[src/sv/rfds_pkg.sv]
// Shared types and codes for the ready queue and delta sleep list scheduler.
`default_nettype none
package rfds_pkg;
    localparam logic [1:0] MODE_ENQ   = 2'd0;
    localparam logic [1:0] MODE_DEQ   = 2'd1;
    localparam logic [1:0] MODE_SLEEP = 2'd2;
    localparam logic [1:0] MODE_TICK  = 2'd3;

    localparam int IN_BITS  = 40;
    localparam int OUT_BITS = 16;

    // Datapath operations driven by the controller.
    typedef enum logic [3:0] {
        OP_NONE,
        OP_LOAD,
        OP_ENQ,
        OP_DEQ,
        OP_SLEEP_INIT,
        OP_SLEEP_STEP,
        OP_SLEEP_LINK,
        OP_TICK_DEC,
        OP_TICK_WAKE
    } op_t;

    typedef struct packed {
        op_t op;
    } cmd_t;

    typedef struct packed {
        logic enq_ok;
        logic deq_ok;
        logic sleep_ok;
        logic tick_ok;
        logic walk_more;
        logic wake_more;
    } status_t;
endpackage
`default_nettype wire

[src/sv/rfds_datapath.sv]
// Datapath: link tables, delay table, walk registers and result register.
`default_nettype none
module rfds_datapath #(
    parameter int NUM_THREADS = 16,
    parameter int TIME_BITS   = 32
) (
    input  wire                 clk,
    input  wire                 rst_n,
    input  rfds_pkg::cmd_t      cmd,
    output rfds_pkg::status_t   status,
    input  wire  [1:0]          in_mode,
    input  wire  [3:0]          in_thread,
    input  wire  [31:0]         in_duration,
    output logic [3:0]          res_thread,
    output logic                res_found,
    output logic [4:0]          res_woken
);
    localparam int PW = $clog2(NUM_THREADS + 1);
    localparam int IW = (NUM_THREADS > 1) ? $clog2(NUM_THREADS) : 1;
    localparam int SW = $clog2(NUM_THREADS + 1);
    localparam logic [PW-1:0] NIL = PW'(NUM_THREADS);

    logic [PW-1:0] rnext_reg [NUM_THREADS];
    logic [PW-1:0] snext_reg [NUM_THREADS];
    logic [TIME_BITS-1:0] delta_reg [NUM_THREADS];
    logic [NUM_THREADS-1:0] blocked_reg;
    logic [PW-1:0] rhead_reg, rtail_reg, shead_reg;

    logic [1:0]           mode_reg;
    logic [PW-1:0]        tid_reg;
    logic [TIME_BITS-1:0] dur_reg, total_reg;
    logic [PW-1:0]        prev_reg, cur_reg;
    logic [SW-1:0]        steps_reg;
    logic [SW-1:0]        woken_reg;

    logic cur_live, prev_live, rh_live, sh_live, rt_live, tid_live, link_cur;
    logic [TIME_BITS-1:0] rem, cur_delta, head_delta, dnew;

    assign cur_live  = cur_reg < NIL;
    assign prev_live = prev_reg < NIL;
    assign rh_live   = rhead_reg < NIL;
    assign rt_live   = rtail_reg < NIL;
    assign sh_live   = shead_reg < NIL;
    assign tid_live  = tid_reg < NIL;
    assign link_cur  = cur_live && (cur_reg != tid_reg);
    assign rem       = dur_reg - total_reg;
    assign cur_delta = cur_live ? delta_reg[cur_reg[IW-1:0]] : '0;
    assign head_delta = sh_live ? delta_reg[shead_reg[IW-1:0]] : '0;
    assign dnew      = rem;

    assign status.enq_ok    = tid_live;
    assign status.deq_ok    = rh_live;
    assign status.sleep_ok  = tid_live && (dur_reg != '0);
    assign status.tick_ok   = sh_live;
    assign status.walk_more = cur_live && (steps_reg < SW'(NUM_THREADS))
                              && (cur_delta <= rem);
    assign status.wake_more = sh_live && (woken_reg < SW'(NUM_THREADS))
                              && (head_delta == '0);

    assign res_thread = mode_reg == rfds_pkg::MODE_DEQ ? 4'(tid_reg) : 4'd0;
    assign res_found  = (mode_reg == rfds_pkg::MODE_DEQ) && tid_live;
    assign res_woken  = (mode_reg == rfds_pkg::MODE_TICK) ? 5'(woken_reg) : 5'd0;

    always_ff @(posedge clk)
    begin
        case (cmd.op)
            rfds_pkg::OP_LOAD:
            begin
                mode_reg  <= in_mode;
                dur_reg   <= TIME_BITS'(in_duration);
                woken_reg <= '0;
                tid_reg   <= (in_mode == rfds_pkg::MODE_DEQ) ? NIL : PW'(in_thread);
            end
            rfds_pkg::OP_DEQ:
                tid_reg <= rhead_reg;
            rfds_pkg::OP_SLEEP_INIT:
            begin
                prev_reg  <= NIL;
                cur_reg   <= shead_reg;
                total_reg <= '0;
                steps_reg <= '0;
            end
            rfds_pkg::OP_SLEEP_STEP:
            begin
                total_reg <= total_reg + cur_delta;
                prev_reg  <= cur_reg;
                cur_reg   <= snext_reg[cur_reg[IW-1:0]];
                steps_reg <= steps_reg + 1'b1;
            end
            rfds_pkg::OP_TICK_WAKE:
                woken_reg <= woken_reg + 1'b1;
            default:
            begin
            end
        endcase
    end

    always_ff @(posedge clk or negedge rst_n)
    begin
        if (!rst_n)
        begin
            rhead_reg   <= NIL;
            rtail_reg   <= NIL;
            shead_reg   <= NIL;
            blocked_reg <= '0;
            for (int i = 0; i < NUM_THREADS; i++)
            begin
                rnext_reg[i] <= NIL;
                snext_reg[i] <= NIL;
            end
        end
        else
        begin
            case (cmd.op)
                rfds_pkg::OP_ENQ:
                begin
                    if (rt_live)
                        rnext_reg[rtail_reg[IW-1:0]] <= tid_reg;
                    // a thread appended behind itself keeps the self link
                    if (!(rt_live && rtail_reg == tid_reg))
                        rnext_reg[tid_reg[IW-1:0]] <= NIL;
                    rtail_reg <= tid_reg;
                    if (!rh_live)
                        rhead_reg <= tid_reg;
                end
                rfds_pkg::OP_DEQ:
                begin
                    rhead_reg <= rnext_reg[rhead_reg[IW-1:0]];
                    if (!(rnext_reg[rhead_reg[IW-1:0]] < NIL))
                        rtail_reg <= NIL;
                    rnext_reg[rhead_reg[IW-1:0]] <= NIL;
                end
                rfds_pkg::OP_SLEEP_INIT:
                    // detach the thread before the walk
                    snext_reg[tid_reg[IW-1:0]] <= NIL;
                rfds_pkg::OP_SLEEP_LINK:
                begin
                    blocked_reg[tid_reg[IW-1:0]] <= 1'b1;
                    if (!prev_live)
                        shead_reg <= tid_reg;
                    else if (!(link_cur && prev_reg == tid_reg))
                        snext_reg[prev_reg[IW-1:0]] <= tid_reg;
                    // the successor link wins when the thread is its own predecessor
                    if (link_cur)
                        snext_reg[tid_reg[IW-1:0]] <= cur_reg;
                end
                rfds_pkg::OP_TICK_WAKE:
                begin
                    shead_reg <= snext_reg[shead_reg[IW-1:0]];
                    snext_reg[shead_reg[IW-1:0]] <= NIL;
                    blocked_reg[shead_reg[IW-1:0]] <= 1'b0;
                    if (rt_live)
                        rnext_reg[rtail_reg[IW-1:0]] <= shead_reg;
                    if (!(rt_live && rtail_reg == shead_reg))
                        rnext_reg[shead_reg[IW-1:0]] <= NIL;
                    rtail_reg <= shead_reg;
                    if (!rh_live)
                        rhead_reg <= shead_reg;
                end
                default:
                begin
                end
            endcase
        end
    end

    always_ff @(posedge clk)
    begin
        case (cmd.op)
            rfds_pkg::OP_SLEEP_LINK:
            begin
                if (link_cur)
                    delta_reg[cur_reg[IW-1:0]] <= cur_delta - dnew;
                delta_reg[tid_reg[IW-1:0]] <= dnew;
            end
            rfds_pkg::OP_TICK_DEC:
                delta_reg[shead_reg[IW-1:0]] <= head_delta - 1'b1;
            default:
            begin
            end
        endcase
    end
endmodule
`default_nettype wire

[src/sv/rfds_ctrl.sv]
// Controller: sequences one request through the datapath operations.
`default_nettype none
module rfds_ctrl (
    input  wire                clk,
    input  wire                rst_n,
    input  wire                in_valid,
    output logic               in_ready,
    output logic               out_valid,
    input  wire                out_ready,
    input  wire  [1:0]         in_mode,
    output rfds_pkg::cmd_t     cmd,
    input  rfds_pkg::status_t  status
);
    typedef enum logic [2:0] {
        S_IDLE, S_DISPATCH, S_WALK, S_WAKE, S_DONE
    } state_t;

    state_t state_reg;
    logic [1:0] mode_reg;

    assign in_ready  = state_reg == S_IDLE;
    assign out_valid = state_reg == S_DONE;

    always_comb
    begin
        cmd.op = rfds_pkg::OP_NONE;
        case (state_reg)
            S_IDLE:
                if (in_valid)
                    cmd.op = rfds_pkg::OP_LOAD;
            S_DISPATCH:
                case (mode_reg)
                    rfds_pkg::MODE_ENQ:
                        if (status.enq_ok)
                            cmd.op = rfds_pkg::OP_ENQ;
                    rfds_pkg::MODE_DEQ:
                        if (status.deq_ok)
                            cmd.op = rfds_pkg::OP_DEQ;
                    rfds_pkg::MODE_SLEEP:
                        if (status.sleep_ok)
                            cmd.op = rfds_pkg::OP_SLEEP_INIT;
                    default:
                        if (status.tick_ok)
                            cmd.op = rfds_pkg::OP_TICK_DEC;
                endcase
            S_WALK:
                cmd.op = status.walk_more ? rfds_pkg::OP_SLEEP_STEP
                                          : rfds_pkg::OP_SLEEP_LINK;
            S_WAKE:
                if (status.wake_more)
                    cmd.op = rfds_pkg::OP_TICK_WAKE;
            default:
            begin
            end
        endcase
    end

    always_ff @(posedge clk or negedge rst_n)
    begin
        if (!rst_n)
        begin
            state_reg <= S_IDLE;
            mode_reg  <= rfds_pkg::MODE_ENQ;
        end
        else
        begin
            case (state_reg)
                S_IDLE:
                    if (in_valid)
                    begin
                        mode_reg  <= in_mode;
                        state_reg <= S_DISPATCH;
                    end
                S_DISPATCH:
                    if (cmd.op == rfds_pkg::OP_SLEEP_INIT)
                        state_reg <= S_WALK;
                    else if (cmd.op == rfds_pkg::OP_TICK_DEC)
                        state_reg <= S_WAKE;
                    else
                        state_reg <= S_DONE;
                S_WALK:
                    if (!status.walk_more)
                        state_reg <= S_DONE;
                S_WAKE:
                    if (!status.wake_more)
                        state_reg <= S_DONE;
                S_DONE:
                    if (out_ready)
                        state_reg <= S_IDLE;
                default:
                    state_reg <= S_IDLE;
            endcase
        end
    end

    a_one_side: assert property (@(posedge clk) disable iff (!rst_n)
        !(in_ready && out_valid)) else $error("ready and valid together");
    a_done_holds: assert property (@(posedge clk) disable iff (!rst_n)
        out_valid && !out_ready |=> out_valid) else $error("result dropped");
    a_walk_ends: assert property (@(posedge clk) disable iff (!rst_n)
        state_reg == S_WALK && !status.walk_more |=> out_valid)
        else $error("walk did not finish");
endmodule
`default_nettype wire

[src/sv/ready_fifo_and_delta_sleep_list.sv]
// Top level of the ready queue and delta sleep list scheduler.
// One request at a time: each request is loaded on accept, then dispatched;
// a sleep then walks the sleep list (up to NUM_THREADS entries) before
// linking the thread in, and a tick wakes threads from the list head (up to
// NUM_THREADS); the walk through the link tables goes one entry per cycle.
// A sleep with zero duration or an empty-list tick skips the walk. The next
// request is accepted in the cycle after the result is taken.
`default_nettype none
module ready_fifo_and_delta_sleep_list #(
    parameter int NUM_THREADS = 16,
    parameter int TIME_BITS   = 32
) (
    input  wire         clk,
    input  wire         rst_n,
    input  wire         s_tvalid,
    output logic        s_tready,
    input  wire  [39:0] s_tdata,  // mode[1:0], thread_id[5:2], duration[37:6]
    output logic        m_tvalid,
    input  wire         m_tready,
    output logic [15:0] m_tdata   // out_thread[3:0], found[4], woken_count[9:5]
);
    rfds_pkg::cmd_t    cmd;
    rfds_pkg::status_t status;
    logic [3:0] res_thread;
    logic       res_found;
    logic [4:0] res_woken;

    rfds_ctrl u_ctrl (
        .clk(clk), .rst_n(rst_n),
        .in_valid(s_tvalid), .in_ready(s_tready),
        .out_valid(m_tvalid), .out_ready(m_tready),
        .in_mode(s_tdata[1:0]), .cmd(cmd), .status(status)
    );

    rfds_datapath #(.NUM_THREADS(NUM_THREADS), .TIME_BITS(TIME_BITS)) u_dp (
        .clk(clk), .rst_n(rst_n), .cmd(cmd), .status(status),
        .in_mode(s_tdata[1:0]), .in_thread(s_tdata[5:2]),
        .in_duration(s_tdata[37:6]),
        .res_thread(res_thread), .res_found(res_found), .res_woken(res_woken)
    );

    assign m_tdata = {6'd0, res_woken, res_found, res_thread};
endmodule
`default_nettype wire

[config.mk]
export PLATFORM = sky130hd
export DESIGN_NAME = ready_fifo_and_delta_sleep_list
export DESIGN_NICKNAME = d
export VERILOG_FILES = /design/src/sv/rfds_pkg.sv /design/src/sv/rfds_datapath.sv /design/src/sv/rfds_ctrl.sv /design/src/sv/ready_fifo_and_delta_sleep_list.sv
export SDC_FILE = /design/constraint.sdc
export NUM_CORES = 2
export LEC_CHECK = 0
export BUFFER_PORTS_ARGS = -buffer_cell sky130_fd_sc_hd__clkbuf_2
export CORE_MARGIN = 4
export CORE_UTILIZATION = 40
export DETAILED_ROUTE_END_ITERATION = 10
export PLACE_DENSITY = 0.66
export SLEW_MARGIN = 20
export SYNTH_ARGS = -nofsm -noshare
export SYNTH_HDL_FRONTEND = slang
export SYNTH_SLANG_ARGS = --single-unit
export TNS_END_PERCENT = 50
[constraint.sdc]
create_clock -name clk -period 12.7 [get_ports clk]
set_input_delay 3.175 -clock clk [delete_from_list [all_inputs] [get_ports clk]]
set_output_delay 3.175 -clock clk [all_outputs]
set_load 0.02 [all_outputs]
* Word-level counts from Yosys, hierarchy flattened
Memory sizes are Yosys's and may differ from the RTL's. A register that Yosys moved wholly into a read port is not among the register bits.
Index checks and enable logic that the tools add are counted.
** Word-level totals
- Register bits after elaboration :: 271
- Bits in writable memories :: 512
- Input bits :: 44
- Output and inout port bits :: 18
- Word-level logic and storage cells :: 232
- Memories kept :: 1
** Cells by class
- $add $sub $neg :: 6
- Magnitude comparators :: 21
- Equality and inequality tests :: 29
- Mux-type cells :: 80
- Bitwise operators :: 19
- Reduce and logical (&&, ||, !) cells :: 31
** Memories
- u_dp.delta_reg :: words 16, width 32, rd ports 2, clocked after memory_dff 1, write ports 2, RTL line rfds_datapath.sv:25 : logic [TIME_BITS-1:0] delta_reg [NUM_THREADS];
** Operator list (count)
- 80-bit two-way mux :: 10
- 80-bit case mux with 3 select lines :: 2
- 64-bit bitwise AND :: 5
- 80-bit bitwise mux :: 4
- 64-bit inverter :: 3
- 5-bit demux with 4-bit select :: 5
- 32-bit two-way mux :: 3
- 5-bit two-way mux :: 17
- 16-bit bitwise OR :: 5
- 32-bit case mux with 2 select lines :: 1
- 32-bit subtractor :: 2
- 5-bit binary-select mux with 4-bit select :: 3
- 5-bit case mux with 2 select lines :: 6
- 5-bit < comparator (second input constant) :: 9
- 32-bit adder :: 1
- 32-bit <= comparator :: 1
- 32-bit logical NOT :: 1
- 32-bit nonzero test :: 1
- 32-bit OR reduction :: 1
- 32-bit by 1-bit subtractor with 32-bit output (second input constant) :: 1
- 5-bit greater-or-equal comparator (second input constant) :: 6
- 4-bit inverter with 5-bit output :: 6
- 5-bit case mux with 3 select lines :: 2
- 5-bit by 1-bit < comparator with 1-bit output (second input constant) :: 5
- 29 further kinds :: 86

* Logic depth before layout (Yosys ltp)
- Depth in word-level cells :: 12
- Mapped depth :: 27
- Gate-level depth less buffers :: 23

* Hierarchy
A second synthesis with hierarchy kept.
** Second synthesis, totals
- Cell total of the unflattened synthesis :: 4877
- Area total of the unflattened synthesis :: 52989.6 um^2
** Modules (own cells, without submodules)
- rfds_datapath :: instances 1, cells each 4823, area an instance 52557.9 um^2, sequential area each 22610.4 um^2
- rfds_ctrl :: instances 1, cells each 46, area an instance 375.4 um^2, sequential area each 125.1 um^2
- ready_fifo_and_delta_sleep_list :: instances 1, cells each 8, area an instance 56.3 um^2, sequential area each 0.0 um^2

* Worst setup path after synthesis
Ideal clock, no wire load.
- Path type :: reg-to-reg
- From :: register u_dp.total_reg[1]
- To :: memory u_dp.delta_reg[12][0] (enable)
- Library setup time :: 0.466 ns
- Data arrival time :: 7.965 ns
- Data required time :: 12.234 ns
- Path slack :: 4.269 ns
- Stages on the path, launching flop included :: 26
- Buffers on the path :: 3
- Period minus slack after synthesis :: 8.431 ns
- Cell sequence :: edfxtp_1 -> inv_1 -> ha_1 -> nor2b_1 -> o31a_1 -> o311ai_0 -> a211oi_1 -> o41a_1 -> o21ai_0 -> nand2b_1 -> a21oi_1 -> xor2_1 -> clkbuf_1 -> ha_1 -> nand3_1 -> nor3_1 -> a2111oi_0 -> a22oi_1 -> a221oi_1 -> o211ai_1 -> o311a_1 -> clkbuf_1 -> clkbuf_1 -> nand3_1 -> o22a_1 -> o21ai_0
** RTL lines
- start: declaration :: RTL line rfds_datapath.sv:31 : logic [TIME_BITS-1:0] dur_reg, total_reg;
- start signal: assignment :: RTL line rfds_datapath.sv:85 : total_reg <= total_reg + cur_delta;
- end: declaration :: RTL line rfds_datapath.sv:25

==> results.cfg <==
[worst_setup_path]
worst_ep_arrival_time_ns = 9.98
rr_startpoint = u_dp.total_reg[1]$_SDFFCE_PP0N_
crit_path_start = u_dp.total_reg[1]$_SDFFCE_PP0N_
cpMaxStageDelayCell = buf_4
crit_path_max_fanout = 87
startpoint_type = flip-flop
path_common_cell = buf_4
endpoint_kind = flip-flop
worst-endpoint-required_ns = 13.11
cpPeakStageDelay_ns = 0.84
path_class = reg -> reg

[timing]
setup_tns_ns = 0
maxSlewHeadroom = 0.208
worst_slew_pin_slew_ns = 1.18
rsz0062_at_grt = no
final-hold-violation-count = 0
period_needed_ns = 9.57
slew_violations = 0
finalClockSkew_ns = 0.0313
setup_viol = 0
fmax_mhz = 104
fin_crit_sh = 0.754

[logic_synthesis]
synth_area_leader_cell = edfxtp_1
yosysWarnings = 0
async_flop_share = 0.229
yosys.area.top_type_share = 0.349
synth_cell_types = 97
synth_enable_flop_cells = 603
syn_area_um2 = 51900
syn-instance-count = 4588
netlist_top_cells_area = edfxtp_1 35%, mux4_2 16%, mux2i_1 7.1%
syn_avg_cell_area_um2 = 11.3
synth-seq-cells = 787
synthFlopType = edfxtp_1
synth.yosys.seq_area_share = 0.438

[floorplanning]
dieArea_um2 = 135000
start_util = 0.405
ios = 62
core_um2 = 128000
fp.dieH_um = 368
num_rows = 131
chipWidth_um = 368

[routing]
first_iter_violations = 6152
drtPass1Iterations = 7
ant_nets = 0
via_per_inst = 6.49
wl_um = 172000
drc = 0
num_vias = 40746
wl_per_cell_um = 27.4

[placed_design]
placed_area_um2 = 54100
gp_congestion = 0.929
portBuffers = 53
dp_hpwl_um = 109000
dpl.cell_count = 6134

[min_path]
hp-class = reg -> reg
min_from = u_dp.rnext_reg[71]$_DFFE_PN0P_

[global_routing]
track_usage = 0.247
antenna_found_initial = 3
grt_max_degree = 93
overflow = 0
grt_pass1_vias = 38860
grt_first_pass_wirelength_um = 254000

[final_layout]
finish.instance_area_um2 = 56700
mostFrequentLayoutCell = edfxtp_1
insertedDiodeCount = 0
stdcell_count = 6283
final_net_count = 4635
drive_gt1_frac = 0.191
final_cell_mix = 603 x edfxtp_1, 460 x nand2_1, 368 x mux2i_1
area.growth.synth_to_final_pct = 9.42
largest_register_ffs = 512

[clock_network]
clockBufferDepth = 3
cts_root_buf = clkbuf_16
cts_setup_buffers = 0
insertion_delay_ns = 0.70
numCtsBuffers = 84
cts_hold_buffers = 0
post_cts_resized = 0
cts_tree = done
clock-sinks = 787
h-tree-depth = 3
clkTransAtPathRegs_ns = 0.06

[flow_run]
maxCapViolations = 0

[outcome]
status = complete, no violations
## through the flow
stage | util | hold slack [ns] | setup slack [ns]
2_1_floorplan | - | 0.445 | 4.27
3_3_place_gp | 0.422 | 0.457 | 3.35
3_5_place_dp | 0.422 | 0.469 | 3.29
4_1_cts | 0.442 | 0.482 | 3.26
5_1_grt | 0.443 | 0.501 | 2.70
6_report | 0.443 | 0.481 | 3.13
## worst max-delay path, delay by kind of cell, from the launching register on
kind / cells / cell delay [ns]
AOI/OAI and AO/OA: 13 / 5.63
xor gates and xnor gates: 1 / 0.22
adders and majority gates: 2 / 0.58
buffers and inverters: 4 / 1.66
DFF: 1 / 0.44
and+or+nand+nor: 5 / 0.68
## synth_stat cells (all sizes together), types with 7 or more instances
cell       n
nor2b     66
o21a      32
o22ai     85
a211oi    33
o211ai    56
xnor2     59
a31oi     76
o21ai    364
buf      127
o311ai     7
a21oi    231
a22oi     25
inv      162
dfstp     35
a21o      48
edfxtp   603
and3      33
nand2    476
nand4     19
nor4      28
mux4     362
mux2      29
nor3      87
o31a       7
o32a       8
or2       24
or3        9
and2      22
a32o      17
a221oi    24
dfrtp    145
nor2     271
mux2i    368
nand2b    41
xor2      51
a2bb2oi    8
a22o       7
nor3b      7
ha        97
nand3     89
clkbuf   254
## final cells by class
cell class / instances / area [µm²]
Sequential cell: 787 / 22800
Inverter: 162 / 608
Multi-Input combinational cell: 3263 / 27200
Fill cell: 11784 / 71400
Clock inverter: 45 / 454
Tap cell: 1729 / 2160
Timing Repair Buffer: 193 / 1350
Clock buffer: 104 / 2210
## path summary, 6_finish.rpt
kind	endpoint	slack (ns)	depth (start not counted)
worst min register to register	u_dp.rnext_reg[71]$_DFFE_PN0P_	0.48	2
worst max-delay path	u_dp.delta_reg[0][0]$_DFFE_PP_	3.13	25
worst min-delay path	u_dp.rnext_reg[71]$_DFFE_PN0P_	0.48	2
max in group asynchronous	u_dp.snext_reg[65]$_DFFE_PN0P_	8.30	3
worst max register to register	u_dp.delta_reg[0][0]$_DFFE_PP_	3.13	25
min in group asynchronous	u_dp.rnext_reg[68]$_DFFE_PN0P_	2.56	1
## cells by family (layout without fill, tap and decap cells)
kind of cell / Yosys count / after routing / synth area share
multiplexers: 759 / 759 / 0.235
flip-flops: 787 / 787 / 0.438
AO/OA/AOI/OAI: 1099 / 1099 / 0.135
AND/OR/NAND/NOR: 1189 / 1189 / 0.105
other: 1 / 6 / 0.0000723
adder cells (fa/ha/maj): 100 / 100 / 0.0246
XOR/XNOR: 110 / 110 / 0.0186
buffers and inverters: 543 / 504 / 0.0438
## layer usage
metal / track usage / part of all wire
met2: 0.380 / 0.45
met3: 0.0523 / 0.12
met5: 0 / 0.00020
met1: 0.337 / 0.38
met4: 0.113 / 0.048
Power is not shown: default switching activity piles up to over one toggle a cycle in this logic, so the estimate is an artifact.
